--- src/rtl/pointer_screen_wrap_core_macros.svh ---
// Assertion macros for the pointer screen wrap core.
// Define NO_ASSERTIONS to compile them away; uses i_clk and i_rst_n of the includer.
`ifndef POINTER_SCREEN_WRAP_CORE_MACROS_SVH
`define POINTER_SCREEN_WRAP_CORE_MACROS_SVH
`ifndef NO_ASSERTIONS
`define PSW_ASSERT_IMP(lbl, ante, cons) \
    lbl: assert property (@(posedge i_clk) disable iff (!i_rst_n) (ante) |-> (cons)) \
        else $error("pointer_screen_wrap_core: same-cycle check failed");
`define PSW_ASSERT_NXT(lbl, ante, cons) \
    lbl: assert property (@(posedge i_clk) disable iff (!i_rst_n) (ante) |=> (cons)) \
        else $error("pointer_screen_wrap_core: next-cycle check failed");
`else
`define PSW_ASSERT_IMP(lbl, ante, cons)
`define PSW_ASSERT_NXT(lbl, ante, cons)
`endif
`endif

--- src/rtl/psw_pkg.sv ---
// Shared types and constants for the pointer screen wrap core.
// No dependencies; imported by the divider and the top level.
`default_nettype none
package psw_pkg;

    localparam int MAX_SCREENS = 8;
    localparam int IDX_W       = (MAX_SCREENS > 1) ? $clog2(MAX_SCREENS) : 1;
    localparam int CNT_W       = $clog2(MAX_SCREENS + 1);

    localparam int COORD_W     = 16;
    localparam int DIM_W       = 15;
    localparam int TGT_W       = 17;
    localparam int SCNT_W      = 4;
    localparam int PROD_W      = 2 * DIM_W;
    localparam int DIV_STEPS   = DIM_W;
    localparam int DIV_CNT_W   = $clog2(DIV_STEPS);

    localparam int CFG_ADDR_W  = 1;
    localparam int CFG_DATA_W  = 15;
    localparam logic [CFG_ADDR_W-1:0] CFG_SCREEN_COUNT = 1'd0;
    localparam logic [CFG_ADDR_W-1:0] CFG_TOTAL_WIDTH  = 1'd1;

    localparam logic CMD_LOAD   = 1'b0;
    localparam logic CMD_SAMPLE = 1'b1;

    typedef struct packed {
        logic [COORD_W-1:0] ox;
        logic [COORD_W-1:0] oy;
        logic [DIM_W-1:0]   width;
        logic [DIM_W-1:0]   height;
    } t_screen;

    typedef struct packed {
        logic              start;
        logic [PROD_W-1:0] dividend;
        logic [DIM_W-1:0]  divisor;
    } t_div_req;

    typedef struct packed {
        logic             done;
        logic [DIM_W-1:0] quotient;
    } t_div_rsp;

endpackage
`default_nettype wire

--- src/rtl/pointer_screen_wrap_core.sv ---
// Pointer screen wrap core: screen table, edge search and warp target; one item at a time.
// A sample reads and checks table entries in turn up to the hit; a top or bottom row hit adds
// a warp (next-entry read, multiply, divider start, serial divide) before the output register.
// No new item is taken until the result is loaded there. Reset is synchronous, active low:
// clears the sequencer and output valid, sets the config registers to one screen and width
// 1920. The screen table is not cleared; entries must be loaded before samples read them.
`default_nettype none
`include "pointer_screen_wrap_core_macros.svh"
module pointer_screen_wrap_core
    import psw_pkg::*;
(
    input  wire logic                      i_clk,
    input  wire logic                      i_rst_n,
    input  wire logic                      i_cfg_valid,
    output logic                           o_cfg_ready,
    input  wire logic [CFG_ADDR_W-1:0]     i_cfg_addr,
    input  wire logic [CFG_DATA_W-1:0]     i_cfg_data,
    input  wire logic                      i_in_valid,
    output logic                           o_in_ready,
    input  wire logic                      i_cmd,
    input  wire logic [2:0]                i_screen_index,
    input  wire logic signed [COORD_W-1:0] i_origin_x,
    input  wire logic signed [COORD_W-1:0] i_origin_y,
    input  wire logic [DIM_W-1:0]          i_screen_width,
    input  wire logic [DIM_W-1:0]          i_screen_height,
    input  wire logic signed [COORD_W-1:0] i_pointer_x,
    input  wire logic signed [COORD_W-1:0] i_pointer_y,
    output logic                           o_out_valid,
    input  wire logic                      i_out_ready,
    output logic                           o_found,
    output logic                           o_moved,
    output logic signed [TGT_W-1:0]        o_warp_x,
    output logic signed [TGT_W-1:0]        o_warp_y
);

    localparam logic [2:0] S_IDLE   = 3'd0;
    localparam logic [2:0] S_READ   = 3'd1;
    localparam logic [2:0] S_CHECK  = 3'd2;
    localparam logic [2:0] S_NREAD  = 3'd3;
    localparam logic [2:0] S_NLOAD  = 3'd4;
    localparam logic [2:0] S_DSTART = 3'd5;
    localparam logic [2:0] S_DIV    = 3'd6;
    localparam logic [2:0] S_OUT    = 3'd7;

    logic [2:0]                r_state;
    logic [SCNT_W-1:0]         r_screen_count;
    logic [DIM_W-1:0]          r_total_width;
    logic [IDX_W-1:0]          r_idx;
    logic [CNT_W-1:0]          r_n;
    logic signed [COORD_W-1:0] r_px;
    logic signed [COORD_W-1:0] r_py;
    logic [DIM_W-1:0]          r_off;
    logic [DIM_W-1:0]          r_div_w;
    logic                      r_top;
    t_screen                   r_nxt;
    logic [PROD_W-1:0]         r_prod;
    logic                      r_found;
    logic                      r_moved;
    logic signed [TGT_W-1:0]   r_tx;
    logic signed [TGT_W-1:0]   r_ty;
    logic                      r_ovalid;

    logic                      w_in_acc;
    logic                      w_out_load;
    logic                      w_we;
    t_screen                   w_wentry;
    logic [$bits(t_screen)-1:0] w_rdata;
    t_screen                   s_rd;
    t_div_req                  div_req;
    t_div_rsp                  div_rsp;

    logic signed [17:0]        w_px;
    logic signed [17:0]        w_py;
    logic signed [17:0]        w_ox;
    logic signed [17:0]        w_oy;
    logic signed [17:0]        w_right;
    logic signed [17:0]        w_bottom;
    logic signed [17:0]        w_tw;
    logic                      w_hit;
    logic                      w_top;
    logic                      w_bot;
    logic                      w_left_edge;
    logic                      w_right_edge;
    logic [CNT_W-1:0]          w_idx_inc;
    logic [4:0]                w_cnt_ext;
    logic [CNT_W-1:0]          w_n_sat;
    logic signed [TGT_W-1:0]   w_tx_warp;
    logic signed [TGT_W-1:0]   w_ty_warp;
    logic signed [TGT_W-1:0]   w_tx_base;
    logic signed [TGT_W-1:0]   w_tx_fin;
    logic                      w_moved_fin;

    assign o_cfg_ready = 1'b1;
    assign o_in_ready  = (r_state == S_IDLE);
    assign w_in_acc    = i_in_valid && o_in_ready;
    assign w_out_load  = (r_state == S_OUT) && (!r_ovalid || i_out_ready);

    // Loads to an index beyond the table are dropped.
    assign w_we = w_in_acc && (i_cmd == CMD_LOAD) &&
                  (5'(i_screen_index) < 5'(MAX_SCREENS));
    assign w_wentry.ox     = i_origin_x;
    assign w_wentry.oy     = i_origin_y;
    assign w_wentry.width  = i_screen_width;
    assign w_wentry.height = i_screen_height;

    psw_ram #(
        .WIDTH ($bits(t_screen)),
        .DEPTH (MAX_SCREENS),
        .ADDR_W(IDX_W)
    ) u_table (
        .i_clk  (i_clk),
        .i_we   (w_we),
        .i_waddr(IDX_W'(i_screen_index)),
        .i_wdata(w_wentry),
        .i_raddr(r_idx),
        .o_rdata(w_rdata)
    );

    assign s_rd = t_screen'(w_rdata);

    assign div_req.start    = (r_state == S_DSTART);
    assign div_req.dividend = r_prod;
    assign div_req.divisor  = r_div_w;

    psw_div u_div (
        .i_clk  (i_clk),
        .i_rst_n(i_rst_n),
        .i_req  (div_req),
        .o_rsp  (div_rsp)
    );

    always_comb begin
        w_px     = 18'(r_px);
        w_py     = 18'(r_py);
        w_ox     = 18'($signed(s_rd.ox));
        w_oy     = 18'($signed(s_rd.oy));
        w_right  = w_ox + $signed(18'(s_rd.width));
        w_bottom = w_oy + $signed(18'(s_rd.height));
        w_hit    = (w_px >= w_ox) && (w_px < w_right) && (w_py >= w_oy) && (w_py < w_bottom);
        w_top    = (w_py <= w_oy);
        w_bot    = (w_py >= (w_bottom - 18'sd1));

        w_idx_inc = CNT_W'(r_idx) + CNT_W'(1);
        w_cnt_ext = 5'(r_screen_count);
        w_n_sat   = (w_cnt_ext > 5'(MAX_SCREENS)) ? CNT_W'(MAX_SCREENS) : CNT_W'(w_cnt_ext);

        w_tx_warp = 17'($signed(r_nxt.ox)) + $signed(17'(div_rsp.quotient));
        w_ty_warp = r_top ? (17'($signed(r_nxt.oy)) + $signed(17'(r_nxt.height)) - 17'sd2)
                          : (17'($signed(r_nxt.oy)) + 17'sd1);
    end

    // Global horizontal wrap, applied to whatever x target the screen step produced.
    always_comb begin
        w_tw         = $signed(18'(r_total_width));
        w_left_edge  = (w_px <= 18'sd0);
        w_right_edge = (w_px >= (w_tw - 18'sd1));
        w_tx_base    = (r_state == S_DIV) ? w_tx_warp : 17'(r_px);
        w_tx_fin     = w_tx_base;
        w_moved_fin  = (r_state == S_DIV);
        if (w_left_edge) begin
            w_tx_fin    = 17'(w_tw - 18'sd2);
            w_moved_fin = 1'b1;
        end else if (w_right_edge) begin
            w_tx_fin    = 17'sd1;
            w_moved_fin = 1'b1;
        end
    end

    always_ff @(posedge i_clk) begin
        if (!i_rst_n) begin
            r_screen_count <= SCNT_W'(1);
            r_total_width  <= DIM_W'(1920);
        end else if (i_cfg_valid && o_cfg_ready) begin
            case (i_cfg_addr)
                CFG_SCREEN_COUNT: r_screen_count <= i_cfg_data[SCNT_W-1:0];
                CFG_TOTAL_WIDTH:  r_total_width  <= i_cfg_data[DIM_W-1:0];
                default:          r_screen_count <= r_screen_count;
            endcase
        end
    end

    always_ff @(posedge i_clk) begin
        if (!i_rst_n) begin
            r_state <= S_IDLE;
        end else begin
            case (r_state)
                S_IDLE: begin
                    if (w_in_acc && (i_cmd == CMD_SAMPLE)) begin
                        r_state <= (w_n_sat == '0) ? S_OUT : S_READ;
                    end
                end
                S_READ:   r_state <= S_CHECK;
                S_CHECK: begin
                    if (w_hit) begin
                        if (w_top || w_bot) begin
                            r_state <= S_NREAD;
                        end else begin
                            r_state <= S_OUT;
                        end
                    end else if (w_idx_inc == r_n) begin
                        r_state <= S_OUT;
                    end else begin
                        r_state <= S_READ;
                    end
                end
                S_NREAD:  r_state <= S_NLOAD;
                S_NLOAD:  r_state <= S_DSTART;
                S_DSTART: r_state <= S_DIV;
                S_DIV: begin
                    if (div_rsp.done) begin
                        r_state <= S_OUT;
                    end
                end
                S_OUT: begin
                    if (w_out_load) begin
                        r_state <= S_IDLE;
                    end
                end
                default: r_state <= S_IDLE;
            endcase
        end
    end

    // A new result may replace the one being taken in the same cycle.
    always_ff @(posedge i_clk) begin
        if (!i_rst_n) begin
            r_ovalid <= 1'b0;
        end else if (w_out_load) begin
            r_ovalid <= 1'b1;
        end else if (o_out_valid && i_out_ready) begin
            r_ovalid <= 1'b0;
        end
    end

    // Datapath registers; the result is assembled in r_tx/r_ty before the output stage.
    always_ff @(posedge i_clk) begin
        case (r_state)
            S_IDLE: begin
                if (w_in_acc) begin
                    r_px    <= i_pointer_x;
                    r_py    <= i_pointer_y;
                    r_idx   <= '0;
                    r_n     <= w_n_sat;
                    r_found <= 1'b0;
                    r_moved <= 1'b0;
                    r_tx    <= 17'(i_pointer_x);
                    r_ty    <= 17'(i_pointer_y);
                end
            end
            S_CHECK: begin
                if (w_hit) begin
                    r_found <= 1'b1;
                    r_off   <= DIM_W'(w_px - w_ox);
                    r_div_w <= s_rd.width;
                    r_top   <= w_top;
                    r_idx   <= (w_idx_inc == r_n) ? '0 : IDX_W'(w_idx_inc);
                    if (!(w_top || w_bot)) begin
                        r_tx    <= w_tx_fin;
                        r_moved <= w_moved_fin;
                    end
                end else begin
                    r_idx <= IDX_W'(w_idx_inc);
                end
            end
            S_NLOAD: begin
                r_nxt  <= s_rd;
                r_prod <= PROD_W'(r_off) * PROD_W'(s_rd.width);
            end
            S_DIV: begin
                if (div_rsp.done) begin
                    r_tx    <= w_tx_fin;
                    r_ty    <= w_ty_warp;
                    r_moved <= w_moved_fin;
                end
            end
            default: r_tx <= r_tx;
        endcase
    end

    always_ff @(posedge i_clk) begin
        if (w_out_load) begin
            o_found  <= r_found;
            o_moved  <= r_moved;
            o_warp_x <= r_tx;
            o_warp_y <= r_ty;
        end
    end

    assign o_out_valid = r_ovalid;

    `PSW_ASSERT_IMP(a_div_done_in_div, div_rsp.done, r_state == S_DIV)
    `PSW_ASSERT_IMP(a_out_from_seq, $rose(o_out_valid), $past(r_state) == S_OUT)
    `PSW_ASSERT_NXT(a_load_no_result, w_in_acc && (i_cmd == CMD_LOAD), r_state == S_IDLE)
    `PSW_ASSERT_IMP(a_idx_in_range, r_state == S_CHECK, CNT_W'(r_idx) < r_n)

endmodule
`default_nettype wire

--- src/rtl/psw_ram.sv ---
// Generic single-write, single-read RAM with a registered read port.
// No dependencies.
`default_nettype none
module psw_ram #(
    parameter int WIDTH = 8,
    parameter int DEPTH = 8,
    parameter int ADDR_W = (DEPTH > 1) ? $clog2(DEPTH) : 1
) (
    input  wire logic              i_clk,
    input  wire logic              i_we,
    input  wire logic [ADDR_W-1:0] i_waddr,
    input  wire logic [WIDTH-1:0]  i_wdata,
    input  wire logic [ADDR_W-1:0] i_raddr,
    output logic      [WIDTH-1:0]  o_rdata
);

    logic [WIDTH-1:0] r_mem [DEPTH];

    always_ff @(posedge i_clk) begin
        if (i_we) begin
            r_mem[i_waddr] <= i_wdata;
        end
        o_rdata <= r_mem[i_raddr];
    end

endmodule
`default_nettype wire

--- src/rtl/psw_div.sv ---
// Restoring divider, one quotient bit per cycle, for the horizontal scaling.
// Depends on psw_pkg. The quotient must fit in DIM_W bits.
`default_nettype none
module psw_div
    import psw_pkg::*;
(
    input  wire logic     i_clk,
    input  wire logic     i_rst_n,
    input  wire t_div_req i_req,
    output t_div_rsp      o_rsp
);

    logic                 r_busy;
    logic                 r_done;
    logic [DIV_CNT_W-1:0] r_cnt;
    logic [DIM_W-1:0]     r_rem;
    logic [DIM_W-1:0]     r_quo;
    logic [DIM_W-1:0]     r_div;

    logic [DIM_W:0]       w_trial;
    logic                 w_fit;
    logic [DIM_W-1:0]     n_rem;

    // The upper dividend half is below the divisor, so the remainder always fits DIM_W bits.
    always_comb begin
        w_trial = {r_rem, r_quo[DIM_W-1]};
        w_fit   = (w_trial >= {1'b0, r_div});
        n_rem   = w_fit ? DIM_W'(w_trial - {1'b0, r_div}) : DIM_W'(w_trial);
    end

    always_ff @(posedge i_clk) begin
        if (!i_rst_n) begin
            r_busy <= 1'b0;
            r_done <= 1'b0;
        end else begin
            r_done <= 1'b0;
            if (i_req.start) begin
                r_busy <= 1'b1;
            end else if (r_busy && (r_cnt == '0)) begin
                r_busy <= 1'b0;
                r_done <= 1'b1;
            end
        end
    end

    always_ff @(posedge i_clk) begin
        if (i_req.start) begin
            r_cnt <= DIV_CNT_W'(DIV_STEPS - 1);
            r_rem <= i_req.dividend[PROD_W-1:DIM_W];
            r_quo <= i_req.dividend[DIM_W-1:0];
            r_div <= i_req.divisor;
        end else if (r_busy) begin
            r_cnt <= r_cnt - DIV_CNT_W'(1);
            r_rem <= n_rem;
            r_quo <= {r_quo[DIM_W-2:0], w_fit};
        end
    end

    assign o_rsp.done     = r_done;
    assign o_rsp.quotient = r_quo;

endmodule
`default_nettype wire

--- config.mk ---
export PLATFORM = sky130hd
export DESIGN_NAME = pointer_screen_wrap_core
export DESIGN_NICKNAME = d
export VERILOG_FILES = /design/src/rtl/psw_pkg.sv /design/src/rtl/pointer_screen_wrap_core.sv /design/src/rtl/psw_ram.sv /design/src/rtl/psw_div.sv
export VERILOG_INCLUDE_DIRS = /design/src /design/src/rtl
export SDC_FILE = /design/constraint.sdc
export NUM_CORES = 2
export LEC_CHECK = 0
export BUFFER_PORTS_ARGS = -buffer_cell sky130_fd_sc_hd__buf_2
export CORE_ASPECT_RATIO = 0.8
export CORE_MARGIN = 10
export CORE_UTILIZATION = 57
export CTS_CLUSTER_DIAMETER = 120
export DETAILED_ROUTE_END_ITERATION = 10
export PLACE_DENSITY = 0.77
export SLEW_MARGIN = 10
export SYNTH_ARGS = -nofsm -noshare
export SYNTH_HDL_FRONTEND = slang
export SYNTH_SLANG_ARGS = --single-unit
--- constraint.sdc ---
create_clock -name i_clk -period 7.3 [get_ports i_clk]
set_clock_uncertainty 0.05 [all_clocks]
set_input_delay 1.46 -clock i_clk [delete_from_list [all_inputs] [get_ports i_clk]]
set_output_delay 1.46 -clock i_clk [all_outputs]
set_load 0.02 [all_outputs]
==> impl_metrics.csv <==
group,metric,value,unit
timing,slew_headroom,24.3,%
critical_path,cp.required,7.66,ns
timing,fin_crit_sh,93.5,%
drt,drt-wirelength-per-cell,22.6,microns
hold_path,min_from,"r_tx[10]",
critical_path,r2r_start,"u_table.o_rdata[18]",
floorplanning,die_height,271,microns
layout,utilization,64.2,%
drt,via_per_inst,5.92,
critical_path,cp-start-kind,"flop",
hold_path,hold_path_depth,0,
logic_synthesis,synth_edf_count,760,
flow_run,cap_viol_max_count,0,
cts,postCtsResizedCells,0,
floorplanning,dieArea,90500,sq um
logic_synthesis,synth_nets,3905,
layout,drive_above_1_share,15.3,%
critical_path,r2r_cells,22,
floorplanning,io_pins,158,
hold_path,hold_path_class,"flop to flop",
timing,finalSetupTns,0,ns
logic_synthesis,ys_seq_elements,851,
drt,drc,0,
logic_synthesis,ys_async_sr_fraction,0,%
logic_synthesis,avgSynthCellArea,13.5,sq um
cts,htreeDepth,3,
timing,tightest_slew,1.14,ns
hold_path,hold_end,"o_warp_x[10]",
global_routing,grt_pass1_vias,27000,
timing,rsz0062_at_grt,"no",
global_routing,grt_pass1_wl,161000,microns
layout,fin_nets,4075,
cts,cts_sinks,851,
global_routing,grt_overflow,0,
cts,clockBufferDepth,3,
placed_design,gp_congestion,0.903,
logic_synthesis,synth_area,44900,sq um
drt,vias,27200,
layout,regArea,24600,sq um
layout,syn2layout_area_growth,10.9,%
critical_path,crit_path_end_kind,"flop",
timing,finalSetupViolations,0,
cts,root_buffer,"clkbuf_16",
logic_synthesis,synthCells,3329,
placed_design,io_buffer_count,156,
drt,wirelength,104000,microns
timing,hold_viol,0,
drt,ant_nets,0,
drt,drt_iter0_drc,2659,
layout,multi_input_area,18700,sq um
floorplanning,die_w,334,microns
layout,nFillCells,5495,
cts,clock_latency,0.67,ns
timing,fmax,146,MHz
placed_design,place_hpwl,70800,microns
cts,clk_pin_slew_worst_paths,0.07,ns
cts,holdBufCountCts,0,
logic_synthesis,synth_ff_type,"edfxtp_1",
critical_path,critPathKind,"flop to flop",
logic_synthesis,seq_area_frac_synth,54.9,%
drt,first_pass_iters,6,
floorplanning,core-area,77700,sq um
critical_path,arrival,7.19,ns
global_routing,grt_util_all_layers,23.0,%
cts,cts_buffers,82,
cts,cts_setup_buffers,0,
logic_synthesis,synth_cell_types,80,
floorplanning,rows,91,
floorplanning,initial_core_util,57.9,%
timing,min_period,6.83,ns
global_routing,antenna_found_initial,19,
global_routing,grt_max_degree,103,
critical_path,path_max_fanout,17,
outcome,status,"completed",
critical_path,rrSetupSlack,0.47,ns
cts,cts_tree,"done",
layout,stdcell_count,4599,
placed_design,dp_cells,4438,
logic_synthesis,yosysWarnings,0,
critical_path,reg2reg_to,"r_prod[22]",
timing,slew_violations,0,
-- per-layer routing --
layer	GRT usage, %	routed length (microns)	vias to the layer above
met5	0	166	-
met4	6.62	2790	24
met3	4.66	9010	212
met2	34.6	46300	1167
met1	33.6	45600	13500
li1	-	-	12300
-- sequential cells by signal, indices dropped and copies added (netlist names), 17 cells and up --
register	cells
r_prod	30
u_table.r_mem	496
o_warp_y	17
r_tx	17
u_table.o_rdata	62
r_nxt	47
r_ty	17
o_warp_x	17
-- Yosys cell counts, types with 45 or more instances --
cell | number | area (sq um)
edfxtp_1 | 760 | 22800
inv_1 | 335 | 1260
nand2_1 | 299 | 1120
ha_1 | 284 | 3550
fa_1 | 173 | 3460
nor2_1 | 148 | 556
mux4_2 | 124 | 2790
a21oi_1 | 117 | 586
and2_1 | 107 | 669
xnor2_1 | 99 | 867
clkbuf_1 | 97 | 364
dfxtp_1 | 91 | 1820
o21ai_0 | 86 | 430
mux2_2 | 65 | 732
nor3_1 | 48 | 240
a21o_1 | 45 | 338
xor2_1 | 45 | 394
-- stage by stage --
stage / instance area, sq um / setup WS [ns] / hold WS, ns
after floorplan: 44900 / 0.451 / 0.350
after global routing: 49800 / 0.108 / 0.370
after global placement: 47000 / 0.719 / 0.350
final: 49800 / 0.474 / 0.357
after CTS: 49800 / 0.541 / 0.352
after detailed placement: 47000 / 0.564 / 0.355
-- layout by cell type (no fill, tap or decap), drive strengths merged, types with 19 or more instances in the layout --
cell type	instances
clkbuf	113
o21ai	93
and2	108
nor2	148
dfxtp	91
nand4	19
edfxtp	760
a21o	46
mux2i	21
mux4	124
nand2b	28
mux2	65
inv	343
nand2	299
a21boi	28
fa	173
xnor2	100
nand3	34
nor2b	31
nor3	48
a21oi	118
clkinv	24
buf	197
xor2	45
o21a	30
ha	284
-- worst max-delay path by stage --
stage / start / end / slack (ns) / cells after the start
2_1_floorplan: r_state[2] / r_nxt[0] / 0.45 / 2
3_3_place_gp: u_table.o_rdata[18] / r_prod[22] / 0.72 / 22
3_5_place_dp: u_table.o_rdata[18] / r_prod[22] / 0.56 / 22
4_1_cts: u_table.o_rdata[18] / r_prod[22] / 0.54 / 22
5_1_grt: u_table.o_rdata[18] / r_prod[22] / 0.11 / 22
6_report: u_table.o_rdata[18] / r_prod[22] / 0.47 / 22
-- logic make-up after synthesis --
kind of cell | count (synthesis) | share of synthesized area (%)
DFF | 851 | 54.9
and+or+nand+nor | 792 | 8.41
adders and majority gates | 461 | 15.7
buffers and inverters | 446 | 3.74
AOI/OAI and AO/OA | 423 | 6.11
muxes | 210 | 8.31
xor gates and xnor gates | 145 | 2.84
other | 1 | 0.00835
-- worst max-delay path, stage by stage (launching register included) --
cell	delay, ns
dfxtp_1	0.79
nand2_1	0.17
fa_1	0.57
inv_1	0.05
fa_1	0.47
inv_1	0.05
fa_1	0.49
inv_1	0.05
fa_1	0.55
fa_1	0.44
fa_1	0.45
ha_1	0.36
and3_1	0.24
and3_1	0.19
a211oi_1	0.22
a21boi_0	0.35
nand2b_1	0.18
a21oi_1	0.11
o21a_1	0.18
nor2_1	0.15
o21ai_0	0.18
mux2i_1	0.18
nand3_1	0.09
-- cell type report --
| cell class | instances | area share (%) |
|---|---|---|
| inverters | 335 | 2.52 |
| clock buffers | 113 | 4.58 |
| clock inverters | 41 | 1.15 |
| repair buffers | 197 | 2.21 |
| multi-input cells | 2032 | 37.5 |
| flip-flops and latches | 851 | 49.5 |
| diodes | 7 | 0.0352 |
| well taps | 1023 | 2.57 |
Power is not shown: default switching activity piles up to over one toggle a cycle in this logic, so the estimate is an artifact.
